## config.mk

```make
export PLATFORM = sky130hd
export DESIGN_NAME = hsv_to_rgb_converter_flat
export DESIGN_NICKNAME = d
export VERILOG_FILES = /design/src/rtl/hsvrgb_pkg.sv /design/src/rtl/hsvrgb_if.sv /design/src/rtl/hsvrgb_mid_div.sv /design/src/rtl/hsv_to_rgb_converter.sv /design/src/flat_wrapper.sv
export SDC_FILE = /design/constraint.sdc
export NUM_CORES = 1
export LEC_CHECK = 0
export ABC_AREA = 1
export ABC_CLOCK_PERIOD_IN_PS = 7200
export BUFFER_PORTS_ARGS = -buffer_cell sky130_fd_sc_hd__buf_4
export CAP_MARGIN = 20
export CORE_MARGIN = 10
export CORE_UTILIZATION = 66
export CTS_BUF_LIST = sky130_fd_sc_hd__clkbuf_16
export DETAILED_ROUTE_END_ITERATION = 12
export PLACE_DENSITY = 0.87
export SLEW_MARGIN = 20
export SYNTH_ARGS = -nofsm -noshare
export SYNTH_HDL_FRONTEND = slang
export SYNTH_SLANG_ARGS = --single-unit
```

## constraint.sdc

```tcl
create_clock -name clk_i -period 7.2 [get_ports clk_i]
set_input_delay 1.44 -clock clk_i [delete_from_list [all_inputs] [get_ports clk_i]]
set_output_delay 1.44 -clock clk_i [all_outputs]
set_load 0.02 [all_outputs]
```

## src/rtl/hsvrgb_pkg.sv

```systemverilog
// ----------------------------------------------------------------------------
// hsvrgb_pkg
// Types and constants shared by the HSV to RGB converter.
// ----------------------------------------------------------------------------
package hsvrgb_pkg;

  typedef logic [8:0]  hue_t;
  typedef logic [7:0]  chan_t;
  typedef logic [5:0]  dist_t;
  typedef logic [13:0] sdist_t;
  typedef logic [21:0] mid_num_t;

  // 60-degree hue sectors, named by the colour at their start
  typedef enum logic [2:0] {
    SEC_RED     = 3'd0,
    SEC_YELLOW  = 3'd1,
    SEC_GREEN   = 3'd2,
    SEC_CYAN    = 3'd3,
    SEC_BLUE    = 3'd4,
    SEC_MAGENTA = 3'd5
  } sector_e;

  localparam hue_t   HueTurn   = 9'd360;
  localparam hue_t   SectorDeg = 9'd60;
  localparam chan_t  FullScale = 8'd255;
  localparam sdist_t XDenom    = 14'd15300;

  // floor(n / 15300) == (n * MidRecip) >> MidShift for every n below 2^22
  localparam logic [22:0] MidRecip = 23'd4491470;
  localparam int unsigned MidShift = 36;

endpackage

```

## src/rtl/hsvrgb_if.sv

```systemverilog
// ----------------------------------------------------------------------------
// hsvrgb_hsv_if / hsvrgb_rgb_if
// Valid/ready channels carrying one HSV colour and one RGB colour.
// ----------------------------------------------------------------------------
interface hsvrgb_hsv_if;
  import hsvrgb_pkg::*;

  logic  valid;
  logic  ready;
  hue_t  hue;
  chan_t saturation;
  chan_t brightness;

  modport source (output valid, output hue, output saturation, output brightness,
                  input ready);
  modport sink   (input valid, input hue, input saturation, input brightness,
                  output ready);
endinterface

interface hsvrgb_rgb_if;
  import hsvrgb_pkg::*;

  logic  valid;
  logic  ready;
  chan_t red;
  chan_t green;
  chan_t blue;

  modport source (output valid, output red, output green, output blue, input ready);
  modport sink   (input valid, input red, input green, input blue, output ready);
endinterface

```

## src/rtl/hsvrgb_mid_div.sv

```systemverilog
// ----------------------------------------------------------------------------
// hsvrgb_mid_div
// Divides the intermediate-channel numerator by 15300 with a reciprocal
// multiply; exact over the whole 22-bit numerator range.
// ----------------------------------------------------------------------------
module hsvrgb_mid_div (
  input  hsvrgb_pkg::mid_num_t num_i,
  output hsvrgb_pkg::chan_t    quot_o
);
  import hsvrgb_pkg::*;

  logic [44:0] prod;

  assign prod   = 45'(num_i) * 45'(MidRecip);
  // quotient never exceeds 255
  assign quot_o = prod[MidShift +: 8];

endmodule

```

## src/rtl/hsv_to_rgb_converter.sv

```systemverilog
// ----------------------------------------------------------------------------
// hsv_to_rgb_converter
// Four-stage pipelined HSV to 8-bit RGB colour converter.
// ----------------------------------------------------------------------------
// Takes one colour per clock while its results are taken; the result
// sits in an output register, so a new colour is accepted while an earlier
// result waits. Stage one wraps the hue and finds its sector, stage two forms
// the saturation products, stage three the brightness products and the
// minimum channel, stage four the reciprocal divide for the intermediate
// channel and the sector routing. Each stage holds when the one after it is
// full and stalled, so bubbles close up and nothing is lost or repeated.
// Hue is taken modulo 360; saturation and brightness are fractions of 255.
// ----------------------------------------------------------------------------
module hsv_to_rgb_converter (
  input  logic              clk_i,
  input  logic              rst_ni,
  hsvrgb_hsv_if.sink        hsv_i,
  hsvrgb_rgb_if.source      rgb_o
);
  import hsvrgb_pkg::*;

  // ---------------------------------------------------------------- control
  logic v1_q, v2_q, v3_q, vo_q;
  logic rdy1, rdy2, rdy3, rdyo;

  assign rdyo        = !vo_q || rgb_o.ready;
  assign rdy3        = !v3_q || rdyo;
  assign rdy2        = !v2_q || rdy3;
  assign rdy1        = !v1_q || rdy2;
  assign hsv_i.ready = rdy1;

  always_ff @(posedge clk_i or negedge rst_ni) begin
    if (!rst_ni) begin
      v1_q <= 1'b0;
      v2_q <= 1'b0;
      v3_q <= 1'b0;
      vo_q <= 1'b0;
    end else begin
      if (rdy1) v1_q <= hsv_i.valid;
      if (rdy2) v2_q <= v1_q;
      if (rdy3) v3_q <= v2_q;
      if (rdyo) vo_q <= v3_q;
    end
  end

  // ---------------------------------------------------------------- stage 1
  hue_t    hue_w;
  hue_t    base_w;
  sector_e sec_w;
  dist_t   ofs_w;
  dist_t   dist_w;

  always_comb begin
    hue_w = (hsv_i.hue >= HueTurn) ? hsv_i.hue - HueTurn : hsv_i.hue;
    priority if (hue_w < SectorDeg) begin
      sec_w  = SEC_RED;
      base_w = 9'd0;
    end else if (hue_w < 9'(2 * SectorDeg)) begin
      sec_w  = SEC_YELLOW;
      base_w = SectorDeg;
    end else if (hue_w < 9'(3 * SectorDeg)) begin
      sec_w  = SEC_GREEN;
      base_w = 9'(2 * SectorDeg);
    end else if (hue_w < 9'(4 * SectorDeg)) begin
      sec_w  = SEC_CYAN;
      base_w = 9'(3 * SectorDeg);
    end else if (hue_w < 9'(5 * SectorDeg)) begin
      sec_w  = SEC_BLUE;
      base_w = 9'(4 * SectorDeg);
    end else begin
      sec_w  = SEC_MAGENTA;
      base_w = 9'(5 * SectorDeg);
    end
    ofs_w = 6'(hue_w - base_w);
    // distance from the sector pair's midpoint: falling in even, rising in odd
    dist_w = sec_w[0] ? ofs_w : 6'(SectorDeg) - ofs_w;
  end

  sector_e sec1_q;
  dist_t   dist1_q;
  chan_t   sat1_q, val1_q;

  always_ff @(posedge clk_i) begin
    if (rdy1 && hsv_i.valid) begin
      sec1_q  <= sec_w;
      dist1_q <= dist_w;
      sat1_q  <= hsv_i.saturation;
      val1_q  <= hsv_i.brightness;
    end
  end

  // ---------------------------------------------------------------- stage 2
  sector_e      sec2_q;
  chan_t        val2_q;
  sdist_t       sd2_q;
  logic [15:0]  lo_prod2_q;

  always_ff @(posedge clk_i) begin
    if (rdy2 && v1_q) begin
      sec2_q     <= sec1_q;
      val2_q     <= val1_q;
      sd2_q      <= 14'(sat1_q * dist1_q);
      lo_prod2_q <= 16'(val1_q * (FullScale - sat1_q));
    end
  end

  // ---------------------------------------------------------------- stage 3
  logic [16:0] lo_sum_w;
  sdist_t      xfac_w;

  // floor(n / 255) for any 16-bit n below 65535
  assign lo_sum_w = 17'(lo_prod2_q) + 17'(lo_prod2_q[15:8]) + 17'd1;
  assign xfac_w   = XDenom - sd2_q;

  sector_e  sec3_q;
  chan_t    val3_q;
  chan_t    lo3_q;
  mid_num_t num3_q;

  always_ff @(posedge clk_i) begin
    if (rdy3 && v2_q) begin
      sec3_q <= sec2_q;
      val3_q <= val2_q;
      lo3_q  <= 8'(lo_sum_w >> 8);
      num3_q <= 22'(val2_q * xfac_w);
    end
  end

  // ---------------------------------------------------------------- stage 4
  chan_t mid_w;
  chan_t red_w, green_w, blue_w;

  hsvrgb_mid_div u_mid_div (
    .num_i  (num3_q),
    .quot_o (mid_w)
  );

  always_comb begin
    unique case (sec3_q)
      SEC_RED:     begin red_w = val3_q; green_w = mid_w;  blue_w = lo3_q;  end
      SEC_YELLOW:  begin red_w = mid_w;  green_w = val3_q; blue_w = lo3_q;  end
      SEC_GREEN:   begin red_w = lo3_q;  green_w = val3_q; blue_w = mid_w;  end
      SEC_CYAN:    begin red_w = lo3_q;  green_w = mid_w;  blue_w = val3_q; end
      SEC_BLUE:    begin red_w = mid_w;  green_w = lo3_q;  blue_w = val3_q; end
      default:     begin red_w = val3_q; green_w = lo3_q;  blue_w = mid_w;  end
    endcase
  end

  chan_t red_q, green_q, blue_q;

  always_ff @(posedge clk_i) begin
    if (rdyo && v3_q) begin
      red_q   <= red_w;
      green_q <= green_w;
      blue_q  <= blue_w;
    end
  end

  assign rgb_o.valid = vo_q;
  assign rgb_o.red   = red_q;
  assign rgb_o.green = green_q;
  assign rgb_o.blue  = blue_q;

  // ------------------------------------------------------------- assertions
  a_chan_order: assert property (@(posedge clk_i) disable iff (!rst_ni)
    v3_q |-> (lo3_q <= mid_w) && (mid_w <= val3_q))
    else $error("minimum/intermediate/maximum channel order broken");

  a_stage1_range: assert property (@(posedge clk_i) disable iff (!rst_ni)
    v1_q |-> (dist1_q <= 6'(SectorDeg)))
    else $error("hue distance out of range");

  a_stage1_hold: assert property (@(posedge clk_i) disable iff (!rst_ni)
    (v1_q && !rdy2) |=> v1_q && $stable(sec1_q) && $stable(dist1_q)
                        && $stable(sat1_q) && $stable(val1_q))
    else $error("stalled stage one item changed");

endmodule

```

## src/flat_wrapper.sv

```systemverilog
// flat-port wrapper written by rule: the top's interface ports become plain ports
module hsv_to_rgb_converter_flat import hsvrgb_pkg::*;
  (clk_i, rst_ni, hsv_i_valid, hsv_i_hue, hsv_i_saturation, hsv_i_brightness, hsv_i_ready, rgb_o_valid, rgb_o_red, rgb_o_green, rgb_o_blue, rgb_o_ready);
  hsvrgb_hsv_if hsv_i_i ();
  hsvrgb_rgb_if rgb_o_i ();
  input  logic clk_i;
  input  logic rst_ni;
  input wire logic [$bits(hsv_i_i.valid)-1:0] hsv_i_valid;
  input wire logic [$bits(hsv_i_i.hue)-1:0] hsv_i_hue;
  input wire logic [$bits(hsv_i_i.saturation)-1:0] hsv_i_saturation;
  input wire logic [$bits(hsv_i_i.brightness)-1:0] hsv_i_brightness;
  output wire logic [$bits(hsv_i_i.ready)-1:0] hsv_i_ready;
  output wire logic [$bits(rgb_o_i.valid)-1:0] rgb_o_valid;
  output wire logic [$bits(rgb_o_i.red)-1:0] rgb_o_red;
  output wire logic [$bits(rgb_o_i.green)-1:0] rgb_o_green;
  output wire logic [$bits(rgb_o_i.blue)-1:0] rgb_o_blue;
  input wire logic [$bits(rgb_o_i.ready)-1:0] rgb_o_ready;
  assign hsv_i_i.valid = hsv_i_valid;
  assign hsv_i_i.hue = hsv_i_hue;
  assign hsv_i_i.saturation = hsv_i_saturation;
  assign hsv_i_i.brightness = hsv_i_brightness;
  assign hsv_i_ready = hsv_i_i.ready;
  assign rgb_o_valid = rgb_o_i.valid;
  assign rgb_o_red = rgb_o_i.red;
  assign rgb_o_green = rgb_o_i.green;
  assign rgb_o_blue = rgb_o_i.blue;
  assign rgb_o_i.ready = rgb_o_ready;
  hsv_to_rgb_converter u_core (.clk_i(clk_i), .rst_ni(rst_ni), .hsv_i(hsv_i_i), .rgb_o(rgb_o_i));
endmodule
```

==> key figures, run 1 <==
Timing
  – FMAX: about 0.16 GHz
  – Fin. max-slew vios: 0
  – Clock skew: approximately 22 ps
  – Setup tns final: 0 ps
  – Final worst path period share: between 80% and 90%
  – Crit path time final: 6350 ps
  – Final setup viols: 0
  – RSZ-0062 raised after global routing: false
  – Slew @ Worst Pin: 811 ps
  – Final hold vios: 0
  – Slew headroom: between 40% and 50%

Synthesis
  – Synthesized area: between 15000 and 20000 um2
  – Seq/Total Area, Yosys: 20.2%
  – Synth unique cells: 44
  – Synth top area cells: fa_1 (25%), ha_1 (20%), edfxtp_1 (20%), inv_1 (10%), nand2_1 (7.8%)
  – Number of synthesized register bits: roughly 140
  – Synth top area share: 24.7%
  – Synth area leader: fa_1
  – Yosys warnings: 0
  – Avg Cell Area, Syn: 8.68 um2
  – Post-Synthesis Cells: roughly 2300
  – Syn_nets: about 2900

Setup path
  – Crit path launch type: flip-flop
  – Worst EP arrival: ~6500 ps
  – Worst reg2reg setup slack: around 850 ps
  – Most frequent CP cell: fa_1
  – Crit path required time: between 7000 and 8000 ps
  – CP Capture Type: flip-flop
  – Critical-path maximum fanout: 9
  – Critical path's slowest cell: xnor2_1
  – Critical path type: flip-flop to flip-flop
  – Max incr delay on CP: ~650 ps

Detailed routing
  – Routed WL per cell: about 18 um
  – DR pass1 iterations: 8
  – DRT iter0 DRCs: 1479
  – Max layer used: met4
  – Drt total wl: 50.3 mm
  – Via count: approximately 16000
  – Routed Antenna Nets: 0
  – DR WL met3: about 3.5 mm
  – Routed vias/inst: just under 6
  – WL met1: between 15 and 20 mm
  – Metal2 WL: approximately 25 mm
  – Number of remaining DRC errors: 0

Floorplan
  – Die area: between 30000 and 40000 um2
  – Die Wd: just under 200 um
  – Core area: approximately 30000 um2
  – Num ports: between 50 and 60
  – FP Rows: 63
  – Initial cell density of the core: between 60% and 70%
  – Die Ht: between 150 and 200 um

Clocking
  – Worst-skew pair later-pin latency: around 450 ps
  – Clk slew on worst S/H paths: around 70 ps
  – CTS Hold Buffers Added: 0
  – Root Driver: clkbuf_16
  – CTS tree: done
  – Setup Buffers After CTS: 0
  – Post-CTS sizing: 0
  – Total CTS buffers: 17
  – Clock sink count: between 100 and 150
  – Htree depth: 4
  – CTS Buffer Depth: 2

Place
  – Port-buffer cells: 54
  – Post-DP HPWL: approximately 40 mm
  – Routability congestion estimate: between 0.9 and 1

GRT
  – Largest net degree at the start of global routing: 42
  – GR Overflow Total: 0
  – Vias in the first global route: about 17000
  – First-pass GRT wire length: ~84 mm
  – Initial antenna violation count: 2
  – Total track usage: roughly 27%

Final layout
  – Share of post-route cells with drive strength above 1: 5.53%
  – Diodes inserted: 0
  – Fin nets: 2950
  – Synth-to-Final Area Change: 7.07%
  – Filler Cell Count: around 2100

Job
  – Maximum Capacitance Violations: 0

Min path
  – Hold Crit Class: flip-flop to flip-flop

Run status
  – Status: completed
## routing by layer
| layer | global-route usage, % | vias to the layer above |
|---|---|---|
| li1 | - | 7307 |
| met1 | 31.7 | 7717 |
| met2 | 47.7 | 741 |
| met3 | 4.30 | 195 |
| met4 | 12.3 | 0 |
| met5 | 0 | - |
## worst paths after layout
check | from | endpoint | cells after the start
max in group asynchronous | rst_ni | u_core.v3_q$_DFFE_PN0P_ | 1
setup / recovery | u_core.sd2_q[0]$_DFFE_PP_ | u_core.num3_q[20]$_DFFE_PP_ | 25
setup reg to reg | u_core.sd2_q[0]$_DFFE_PP_ | u_core.num3_q[20]$_DFFE_PP_ | 25
hold / removal | u_core.sec2_q[2]$_DFFE_PP_ | u_core.sec3_q[2]$_DFFE_PP_ | 0
hold reg to reg | u_core.sec2_q[2]$_DFFE_PP_ | u_core.sec3_q[2]$_DFFE_PP_ | 0
min in group asynchronous | rst_ni | u_core.v1_q$_DFFE_PN0N_ | 1
## worst max-delay path, delay by kind of cell (launching register included)
family | cells | cell delay [ps]
adder cells (fa/ha/maj) | 6 | 2700
AND/OR/NAND/NOR | 9 | 1070
XOR/XNOR | 2 | 1040
flip-flops | 1 | 500
AO/OA/AOI/OAI | 3 | 480
buffers and inverters | 5 | 310
## metrics by stage
| step | util [%] | area [um2] | worst slack (ps) | instances | hold WS (ps) |
|---|---|---|---|---|---|
| 3_3_place_gp | 69.9 | 20800 | 1150 | 2728 | 408 |
| 5_1_grt | 71.8 | 21400 | 472 | 2760 | 430 |
| 6_report | 71.8 | 21400 | 850 | 2760 | 426 |
| 2_1_floorplan | - | 20000 | 1740 | 2303 | 400 |
| 3_5_place_dp | 69.9 | 20800 | 964 | 2728 | 409 |
| 4_1_cts | 71.8 | 21400 | 920 | 2760 | 425 |
## layout make-up
| cell class | instances | area (um2) | area share, % |
|---|---|---|---|
| flip-flops and latches | 135 | 4030 | 18.8 |
| repair buffers | 57 | 428 | 2.00 |
| clock buffers | 17 | 425 | 1.99 |
| multi-input cells | 1585 | 13800 | 64.3 |
| clock inverters | 15 | 151 | 0.707 |
| inverters | 561 | 2110 | 9.84 |
| well taps | 390 | 488 | 2.28 |
## kinds of logic after synthesis
logic type                 synth area share [%]
AOI/OAI and AO/OA                          5.34
DFF                                        20.2
buffers and inverters                      11.0
and+or+nand+nor                            16.5
xor gates and xnor gates                   2.41
adders and majority gates                  44.6
## placed cells by master, fill, tap and decap left out, drive strengths merged
master,netlist,layout
a21boi,4,4
a21o,10,10
a21oi,83,83
a22oi,14,14
a31o,1,1
a31oi,10,10
and2,5,5
and3,1,1
buf,3,57
clkbuf,19,17
clkinv,1,4
clkinvlp,0,1
dfrtp,4,4
edfxtp,131,131
fa,247,247
ha,317,317
inv,560,571
nand2,432,432
nand3,89,89
nand3b,6,6
nand4,16,16
nor2,207,207
nor3,12,12
nor4,5,5
o2111ai,3,3
o21a,3,3
o21ai,43,43
o21bai,6,6
o221ai,3,3
o311ai,1,1
o31ai,2,2
or2,10,10
xnor2,15,15
xor2,40,40
## synthesized netlist by cell type, drive strengths merged
| cell type | number |
|---|---|
| a31oi | 10 |
| and3 | 1 |
| inv | 560 |
| nor4 | 5 |
| a21o | 10 |
| clkbuf | 19 |
| o21a | 3 |
| nand2 | 432 |
| edfxtp | 131 |
| ha | 317 |
| nand4 | 16 |
| a22oi | 14 |
| clkinv | 1 |
| xor2 | 40 |
| nand3b | 6 |
| or2 | 10 |
| o221ai | 3 |
| o21bai | 6 |
| xnor2 | 15 |
| dfrtp | 4 |
| a21boi | 4 |
| fa | 247 |
| a31o | 1 |
| a21oi | 83 |
| nor3 | 12 |
| nand3 | 89 |
| o31ai | 2 |
| nor2 | 207 |
| o21ai | 43 |
| o2111ai | 3 |
| o311ai | 1 |
| and2 | 5 |
| buf | 3 |
## sequential cells by signal, summed over array words and instances (netlist names), 3 cells and up
name                flops
u_core.num3_q          22
u_core.lo_prod2_q      16
u_core.sd2_q           14
u_core.lo3_q            8
u_core.rgb_o.blue       8
u_core.rgb_o.green      8
u_core.rgb_o.red        8
u_core.sat1_q           8
u_core.val1_q           8
u_core.val2_q           8
u_core.val3_q           8
u_core.dist1_q          6
u_core.sec1_q           3
u_core.sec2_q           3
u_core.sec3_q           3
Power of run 1 is not shown: default switching activity piles up to over one toggle a cycle in this logic, so the estimate is an artifact.
==> inputs of run 2 (changes only) <==
Settings changed: CORE_UTILIZATION 66 to 60, PLACE_DENSITY 0.87 to 0.8.
==> key figures, run 2 (same netlist as run 1, synthesis figures left out) <==
Setup path
  – Worst reg2reg setup slack: 1140 ps (+290 ps)
  – R2R Path Start: u_core.sd2_q[0]$_DFFE_PP_
  – CP Capture Type: flip-flop
  – Crit path required time: 7420 ps (+30 ps)
  – CP endpoint: u_core.num3_q[20]$_DFFE_PP_
  – Crit path launch type: flip-flop
  – Critical path type: flip-flop to flip-flop
  – Worst r2r path cells: 25 (unchanged)
  – Worst reg2reg endpoint: u_core.num3_q[20]$_DFFE_PP_
  – Critical-path maximum fanout: 9 (unchanged)
  – Crit path from: u_core.sd2_q[0]$_DFFE_PP_
  – Worst EP arrival: 6280 ps (-260 ps)

GRT
  – Largest net degree at the start of global routing: 42 (unchanged)
  – Vias in the first global route: 16565 (-2.7%)
  – First-pass GRT wire length: 80.2 mm (-4.3%)
  – Total track usage: 24.2% (-2.9 points)
  – Initial antenna violation count: 0 (-2)
  – GR Overflow Total: 0 (unchanged)

Final layout
  – Max reg flops: 22 (unchanged)
  – Largest regs: u_core.num3_q: 22 flops, u_core.lo_prod2_q: 16 flops, u_core.sd2_q: 14 flops
  – Final Cell Area: 21400 um2 (+0.11%)
  – Largest Register: u_core.num3_q
  – Share of post-route cells with drive strength above 1: 5.44% (-0.084 points)
  – Synth-to-Final Area Change: 7.18%
  – Most common cell after layout, fill and taps aside: inv_1
  – Fin nets: 2951 (+0.034%)
  – Commonest non-fill, non-tap cells in the layout: inv_1 (558), nand2_1 (416), ha_1 (317)
  – Diodes inserted: 0 (unchanged)

Clocking
  – CTS tree: done
  – Htree depth: 4 (unchanged)
  – Root Driver: clkbuf_16
  – CTS Buffer Depth: 2 (unchanged)
  – Post-CTS sizing: 0 (unchanged)
  – Total CTS buffers: 17 (unchanged)
  – CTS Hold Buffers Added: 0 (unchanged)
  – Clock sink count: 135 (unchanged)
  – Worst-skew pair later-pin latency: 430 ps (-20 ps)
  – Setup Buffers After CTS: 0 (unchanged)
  – Clk slew on worst S/H paths: 60 ps (about the same)

Detailed routing
  – Drt total wl: 47.9 mm (-4.8%)
  – Routed Antenna Nets: 0 (unchanged)
  – Routed vias/inst: 5.49 (-5.0%)
  – DRT iter0 DRCs: 1173 (-21%)
  – Routed WL per cell: 17.0 um (-6.6%)
  – DR pass1 iterations: 5 (-3)
  – Via count: 15445 (-3.2%)
  – Number of remaining DRC errors: 0 (unchanged)

Place
  – Post-DP HPWL: 40.4 mm (+0.85%)
  – Routability congestion estimate: 0.965 (about the same)
  – Placed instance area: 20900 um2 (+0.35%)
  – Port-buffer cells: 54 (unchanged)

Floorplan
  – Core area: 32700 um2 (+9.8%)
  – FP Rows: 66 (+4.8%)
  – Num ports: 55 (unchanged)
  – Die Wd: 203 um (+4.4%)
  – Die Ht: 203 um (+4.4%)
  – Die area: 41000 um2 (+8.9%)
  – Initial cell density of the core: 61.1% (-6.0 points)

Timing
  – Min Hold Slack: 426 ps (+0.131 ps)
  – Crit path time final: 6060 ps (-292 ps)
  – Fin. max-slew vios: 0 (unchanged)
  – Final setup viols: 0 (unchanged)
  – Slew @ Worst Pin: 787 ps (-24.2 ps)
  – Setup tns final: 0 ps (unchanged)
  – Final hold vios: 0 (unchanged)
  – Slew headroom: 47.6% (+2.0 points)
  – RSZ-0062 raised after global routing: false
  – Clock skew: 14.4 ps (-7.25 ps)
  – Final worst path period share: 84.1% (-4.1 points)
  – FMAX: 0.165 GHz (+4.8%)

Job
  – Maximum Capacitance Violations: 0 (unchanged)

Run status
  – Status: completed

Min path
  – Hold Crit Class: flip-flop to flip-flop
[run 2: critical path, stage by stage (launching register included)]
cell and delay [ps]:
edfxtp_1 520, inv_2 60, ha_1 210, or2_2 310
nand2_1 80, nor2_1 40, inv_1 60, nor2_1 50
inv_2 80, nand3_1 80, xnor2_1 580, nor2_1 130
fa_1 560, fa_1 460, fa_1 550, inv_1 50
fa_1 520, inv_1 40, ha_1 350, a21oi_1 190
o21a_1 140, nand3_1 120, nand3_1 100, nand2_1 100
a21oi_1 170, xor2_1 300
[run 2: metrics by stage]
stage / setup slack (ps) / util, % / std cells
finish: 1140 / 65.5 / 2812
global route: 680 / 65.5 / 2812
CTS: 1150 / 65.5 / 2812
detailed placement: 1190 / 63.9 / 2781
global placement: 1300 / 63.9 / 2781
floorplan: 1740 / - / 2303
[run 2: how the worst min path moves through the flow]
stage / startpoint / end / slack, ps / cells after the start
6_report: u_core.sec1_q[0]$_DFFE_PP_ / u_core.sec2_q[0]$_DFFE_PP_ / 430 / 0
5_1_grt: u_core.sec1_q[2]$_SDFFCE_PP0P_ / u_core.sec2_q[2]$_DFFE_PP_ / 440 / 0
4_1_cts: u_core.sec1_q[0]$_DFFE_PP_ / u_core.sec2_q[0]$_DFFE_PP_ / 430 / 0
3_5_place_dp: u_core.sec1_q[2]$_SDFFCE_PP0P_ / u_core.sec2_q[2]$_DFFE_PP_ / 410 / 0
3_3_place_gp: u_core.sec1_q[2]$_SDFFCE_PP0P_ / u_core.sec2_q[2]$_DFFE_PP_ / 400 / 0
2_1_floorplan: u_core.sec1_q[0]$_DFFE_PP_ / u_core.sec2_q[0]$_DFFE_PP_ / 400 / 0
[run 2: per-layer routing]
metal  track usage, %  share of wire [%]
met1             28.3                 39
met2             43.0                 51
met3             3.69                6.0
met4             10.7                4.7
met5                0                  0
[run 2: cell type report]
class	instances	area [um2]
Sequential cell	135	4030
Inverter	561	2110
Clock inverter	14	103
Multi-Input combinational cell	1585	13800
Tap cell	442	553
Fill cell	2644	11300
Timing Repair Buffer	58	435
Clock buffer	17	425
Power of run 2 is left out for the same reason.
